$ cat src/hw/rtl/gcr_pkg.sv
// gcr_pkg: beat types and fixed constants shared by the grid ray caster
// no dependencies; imported by every module of the block
package gcr_pkg;

  // input beat: tile write or ray cast
  typedef struct packed {
    logic        func;
    logic [4:0]  tile_x;
    logic [4:0]  tile_y;
    logic [3:0]  tile_type;
    logic [15:0] player_x;
    logic [15:0] player_y;
    logic [11:0] ray_angle;
    logic [11:0] view_angle;
  } in_item_t;

  // output beat: one per cast
  typedef struct packed {
    logic [15:0] distance;
    logic [3:0]  wall_type;
    logic        hit_side;
    logic        out_of_range;
  } out_item_t;

  localparam logic FUNC_WRITE = 1'b0;
  localparam logic FUNC_CAST  = 1'b1;

  // sine polynomial, Q1.14
  localparam int TRIG_SH   = 14;
  localparam int TRIG_ONE  = 16384;
  localparam int POLY_A    = 1160;
  localparam int POLY_B    = 10512;
  localparam int POLY_C    = 25736;

  localparam logic [15:0] MAX_DIST_RST = 16'd46341;
  localparam logic [16:0] DIST_SAT     = 17'h10000;
  localparam int          CUW          = 12;

endpackage

$ cat src/hw/rtl/gcr_div.sv
// gcr_div: restoring divider, one quotient bit per cycle
// uses gcr_pkg; instantiated by grid_ray_caster_core
module gcr_div
  import gcr_pkg::*;
#(
  parameter int NW = 25,
  parameter int DW = 16
) (
  input  logic          clk,
  input  logic          rst,
  input  logic          start,
  input  logic [NW-1:0] dividend,
  input  logic [DW-1:0] divisor,
  output logic          busy,
  output logic          done,
  output logic [NW-1:0] quotient
);

  localparam int CW = $clog2(NW + 1);

  logic [DW-1:0] dvs;
  logic [DW-1:0] rem;
  logic [NW-1:0] quo;
  logic [CW-1:0] cnt;
  logic [DW:0]   shifted;
  logic [DW+1:0] trial;

  // one trial subtraction
  always_comb begin
    shifted = {rem, quo[NW-1]};
    trial   = (DW+2)'(shifted) - (DW+2)'(dvs);
  end

  always_ff @(posedge clk) begin
    if (rst) begin
      busy <= 1'b0;
      done <= 1'b0;
      cnt  <= '0;
    end else begin
      done <= 1'b0;
      if (start) begin
        busy <= 1'b1;
        cnt  <= CW'(NW - 1);
      end else if (busy) begin
        if (cnt == '0) begin
          busy <= 1'b0;
          done <= 1'b1;
        end else begin
          cnt <= cnt - 1'b1;
        end
      end
    end
  end

  // datapath
  always_ff @(posedge clk) begin
    if (start) begin
      dvs <= divisor;
      rem <= '0;
      quo <= dividend;
    end else if (busy) begin
      if (!trial[DW+1]) begin
        rem <= trial[DW-1:0];
        quo <= {quo[NW-2:0], 1'b1};
      end else begin
        rem <= shifted[DW-1:0];
        quo <= {quo[NW-2:0], 1'b0};
      end
    end
  end

  assign quotient = quo;

endmodule

$ cat config.mk
export PLATFORM = sky130hd
export DESIGN_NAME = gcr_div
export DESIGN_NICKNAME = d
export VERILOG_FILES = /design/src/hw/rtl/gcr_pkg.sv /design/src/hw/rtl/gcr_div.sv
export SDC_FILE = /design/constraint.sdc
export NUM_CORES = 1
export LEC_CHECK = 0
export BUFFER_PORTS_ARGS = -buffer_cell sky130_fd_sc_hd__buf_2
export CAP_MARGIN = 15
export CORE_MARGIN = 2
export CORE_UTILIZATION = 55
export DETAILED_ROUTE_END_ITERATION = 10
export PLACE_DENSITY = 0.8
export SYNTH_ARGS = -nofsm -noshare
export SYNTH_HDL_FRONTEND = slang
export SYNTH_SLANG_ARGS = --single-unit
$ cat constraint.sdc
create_clock -name clk -period 3.1 [get_ports clk]
set_clock_uncertainty 0.2 [all_clocks]
set_input_delay 0.31 -clock clk [delete_from_list [all_inputs] [get_ports clk]]
set_output_delay 0.31 -clock clk [all_outputs]
set_load 0.01 [all_outputs]
After elaboration in Yosys (flattened, before gate mapping)
Index checks and enable logic that the tools add are counted.
Storage, ports and cells
  register bits: 64
  bits of input ports: 44
  output and inout port bits: 27
Cells by class
  add/subtract/negate cells: 2
  equality and inequality tests: 1
  mux-type cells: 11
  bitwise logic cells: 2
  reductions and logical operators: 6
Operators with widths (number)
  $mux W25: 2
  $sub A17 B16 Y18: 1
  $mux W16: 1
  $mux W5: 3
  $logic_not A5 Y1: 1
  $mux W1: 5
  $sub A5 B1 Y5 const B: 1
  $reduce_and A2 Y1: 2
  $reduce_or A3 Y1: 1
  $ne A2 B2 Y1 const B: 1
  $not A1 Y1: 2
  $reduce_bool A2 Y1: 1
  $reduce_or A2 Y1: 1

Depth between registers and ports, before layout
  word-level depth: 4
  depth in mapped cells: 10
  depth with buffers taken out: 10

Worst setup path after synthesis
No wires, ideal clock.
  kind: register -> register
  from: reg quo[24], in the netlist quotient[24]
  to: reg rem[10]
  setup time: 0.086 ns
  arrival time: 2.238 ns
  data required time: 2.814 ns
  setup slack: 0.577 ns
  stages on the path, launching flop included: 11
  path buffers: 0
  clock period less this slack: 2.523 ns
  cell sequence: edfxtp_1 -> inv_1 -> ha_1 -> inv_1 -> fa_1 -> a21o_1 -> a311o_1 -> a21oi_1 -> xnor2_1 -> mux2i_1 -> a211oi_1
On the way
  cells in the longest elaborated chain, start to end: 2
Ends and longest elaborated chain
  start: declaration: line gcr_div.sv:23  | logic [NW-1:0] quo;
  start signal: assignment: line gcr_div.sv:60  | quo <= dividend;
  start signal: assignment: line gcr_div.sv:64  | quo <= {quo[NW-2:0], 1'b1};
  start signal: assignment: line gcr_div.sv:67  | quo <= {quo[NW-2:0], 1'b0};
  $sub A17 B16 Y18: line gcr_div.sv:31  | trial = (DW+2)'(shifted) - (DW+2)'(dvs);
  $mux W16: line gcr_div.sv:62  | if (!trial[DW+1]) begin
  end signal: assignment: line gcr_div.sv:63  | rem <= trial[DW-1:0];
  end signal: assignment: line gcr_div.sv:66  | rem <= shifted[DW-1:0];
  end: declaration: line gcr_div.sv:22  | logic [DW-1:0] rem;
Every way passes these cells.
A chain may end at the register's enable or synchronous reset.

Final worst setup path
Ends and elaborated chain as after synthesis.

==> flow_summary.toml <==
[synth]
synth_seq_cells = 64
async_reset_ff_frac = 0
most_instantiated_cells_after_synthesis = "41 x sky130_fd_sc_hd__edfxtp_1, 25 x sky130_fd_sc_hd__mux2_2, 25 x sky130_fd_sc_hd__nor2_1"
synth_simple_gate_area_share = 0.106
syn_nets = 374
synth.avg_cell_area_um2 = 10.9
synthesis.area_um2 = 3400
synth.mux.area_fraction = 0.112
synth_compound_area_frac = 0.137
synth-edff-count = 41
synth-adder-area-share = 0.0684
synth-seq-area-share = 0.497
ys_types = 49
synth_top_flop_cell = "sky130_fd_sc_hd__edfxtp_1"
top_count_cell_post_synth = "sky130_fd_sc_hd__edfxtp_1"
synth_top_family_by_area = "compound AO/OA/AOI/OAI gates"
yosys.area_share.xor_xnor = 0.0360
yosysTopAreaCell = "sky130_fd_sc_hd__edfxtp_1"
netlist.area_leader.share = 0.362
synthesis.instances = 312
yosys_warnings = 0
synth_top_cells_by_area = "sky130_fd_sc_hd__edfxtp_1 36%, sky130_fd_sc_hd__dfxtp_1 14%, sky130_fd_sc_hd__mux2_2 8.3%"

[sta]
final_hold_viol_count = 0
fin_crit_sh = 0.881
max-slew-margin-rel = 0.367
max_slew.worst_pin.slew_ns = 0.949
unrepaired_setup_endpoints_after_global_routing = "false"
fin_worst_hold_slack_ns = 0.0158
fmax_mhz = 366
timing.final.crit_period_ns = 2.73
setup_tns_ns = 0
slew_viol_final = 0
final-setup-viol-count = 0
fin_ws_ns = 0.368

[die]
die_width_um = 82.7
core_region_area_um2 = 5960
die_area_um2 = 6830
num_rows = 28
initial_core_util = 0.571
die_h_um = 82.7
io_pins = 71

[global_route]
grt.total_usage = 0.221
grt_start_max_net_pins = 41
first_global_vias = 2461
first_pass_grt_wire_length_um = 11100
gr-total-overflow = 0
grt_antenna_before_repair = 0

[clocking]
postCtsSetupRepairBufs = 0
clock_edge_transition_at_the_registers_on_the_reported_setup_and_hold_paths_ns = 0.07
htreeDepth = 3
cts_resized = 0
cts_made_buffers = 9
cts.sink_count = 64
cts_tree = "yes"
postCtsHoldBufs = 16
buffers_from_clock_root_to_sink_at_most = 2
clock_latency_ns = 0.34
clk_root_buffer_cell = "sky130_fd_sc_hd__clkbuf_8"

[worst_setup_path]
startpoint_type_of_the_worst_setup_path = "flip-flop"
end_kind = "flip-flop"
cp_max_fo = 3
worst-endpoint-required_ns = 3.16
timing.critical_path.slowest_stage_cell = "sky130_fd_sc_hd__fa_1"
path_class = "reg2reg"
critical-path-top-delay-family = "compound AO/OA/AOI/OAI gates"
crit_path_frequent_cell = "sky130_fd_sc_hd__inv_1"
timing.critical_path.buf_inv = 2
reg2reg_slack_ns = 0.37
max_stage_delay_ns = 0.40
critical_path_arrival_ns = 2.79
timing.critical_path.cells = "inv_1 > ha_1 > inv_1 > fa_1 > a21o_1 > a311o_1 > a21oi_1 > xnor2_1 > mux2i_1 > a211oi_1"

[routing]
detail_route.drc_violations = 0
routed_via_density = 5.43
antenna_violating_nets_post_route = 0
number_of_design_rule_violations_left_by_the_first_detailed_router_iteration = 133
dr.pass1.iters = 4
wire_per_inst_um = 14.7
routed_wl_um = 7030
routed-via-count = 2599

[outcome]
status = "complete, no violations"

[worst_hold_path]
worstHoldPathType = "in2reg"

[place]
dp.cells = 447
dpl_worst_slack_ns = 0.381
detailed_place_hpwl_um = 5030
globalplace.congestion = 0.912
buffer_ports.inserted = 70

[run]
max_cap_violations = 0

[finish]
fillerInstances = 468
areaGrowthSynthToFinish_pct = 21.3
multi_input_area_um2 = 1560
layout.area.seq_um2 = 1690
drive_above_1_share = 0.295
final_cell_count_no_fill = 479
antenna_cells = 0
design.final.nets = 461

[power]
worst_ir_drop_vdd_v = 0.000334
power_density_nw_per_um2 = 498
p_leak_nw = 1.73
-- path summary, 6_finish.rpt --
| check | depth (start not counted) | end | from |
|---|---|---|---|
| setup / recovery | 10 | rem[10]$_SDFFE_PP0P_ | quotient[24]$_DFFE_PP_ |
| hold / removal | 2 | cnt[3]$_SDFFE_PP0P_ | rst |
| setup reg to reg | 10 | rem[10]$_SDFFE_PP0P_ | quotient[24]$_DFFE_PP_ |
| hold reg to reg | 1 | done$_SDFF_PP0_ | cnt[4]$_SDFFE_PP0P_ |
-- metrics by stage --
| stage | area, um^2 | power (mW) | util |
|---|---|---|---|
| after floorplan | 3400 | 1.33 | - |
| after global placement | 3810 | 1.44 | 0.639 |
| after detailed placement | 3810 | 1.46 | 0.639 |
| after CTS | 4130 | 2.07 | 0.693 |
| after global routing | 4130 | 2.16 | 0.693 |
| final | 4130 | 2.06 | 0.693 |
-- state kept, by name, indices dropped and copies added, names as in the netlist --
name / flops
rem: 16
quotient: 25
busy: 1
done: 1
cnt: 5
dvs: 16
-- per-layer routing --
layer / wire [um] / global-route usage / vias up
met5: 0 / 0 / -
met4: 145 / 0.0754 / 0
met3: 389 / 0.0848 / 17
met2: 3450 / 0.345 / 74
met1: 3040 / 0.281 / 1203
li1: - / - / 1305
-- area by class of cell --
cell class	instances	share of cell area
clock inverter	4	0.00606
timing repair buffer	89	0.129
multi-input combinational	212	0.379
sequential	64	0.410
tap	75	0.0227
clock buffer	12	0.0327
inverter	23	0.0209
-- cell families (layout without fill, tap and decap cells) --
family | after synthesis | after routing
multiplexers | 35 | 35
AO/OA/AOI/OAI | 67 | 67
adder cells (fa/ha/maj) | 18 | 18
buffers and inverters | 36 | 128
AND/OR/NAND/NOR | 78 | 78
flip-flops | 64 | 64
XOR/XNOR | 14 | 14
-- worst reg2reg max path: cells and delay by family (launching register included) --
family | cells | cell delay (ns)
flip-flops | 1 | 0.39
AO/OA/AOI/OAI | 4 | 1.12
multiplexers | 1 | 0.09
buffers and inverters | 2 | 0.14
XOR/XNOR | 1 | 0.16
adder cells (fa/ha/maj) | 2 | 0.57
-- power by group --
group	internal [mW]	leakage, nW	switching [mW]
Combinational	0.199	1.06	0.230
Clock	0.288	0.0764	0.314
Sequential	0.989	0.596	0.0361
Total	1.48	1.73	0.581
-- layout by cell type (no fill, tap or decap), types with 16 or more instances in the layout --
cell / n
sky130_fd_sc_hd__a21oi_1: 20
sky130_fd_sc_hd__buf_2: 70
sky130_fd_sc_hd__dfxtp_1: 23
sky130_fd_sc_hd__dlygate4sd3_1: 16
sky130_fd_sc_hd__edfxtp_1: 41
sky130_fd_sc_hd__ha_1: 17
sky130_fd_sc_hd__inv_1: 23
sky130_fd_sc_hd__mux2_2: 25
sky130_fd_sc_hd__nand2_1: 22
sky130_fd_sc_hd__nor2_1: 25
Note: power is estimated with default switching activity, not from simulation.
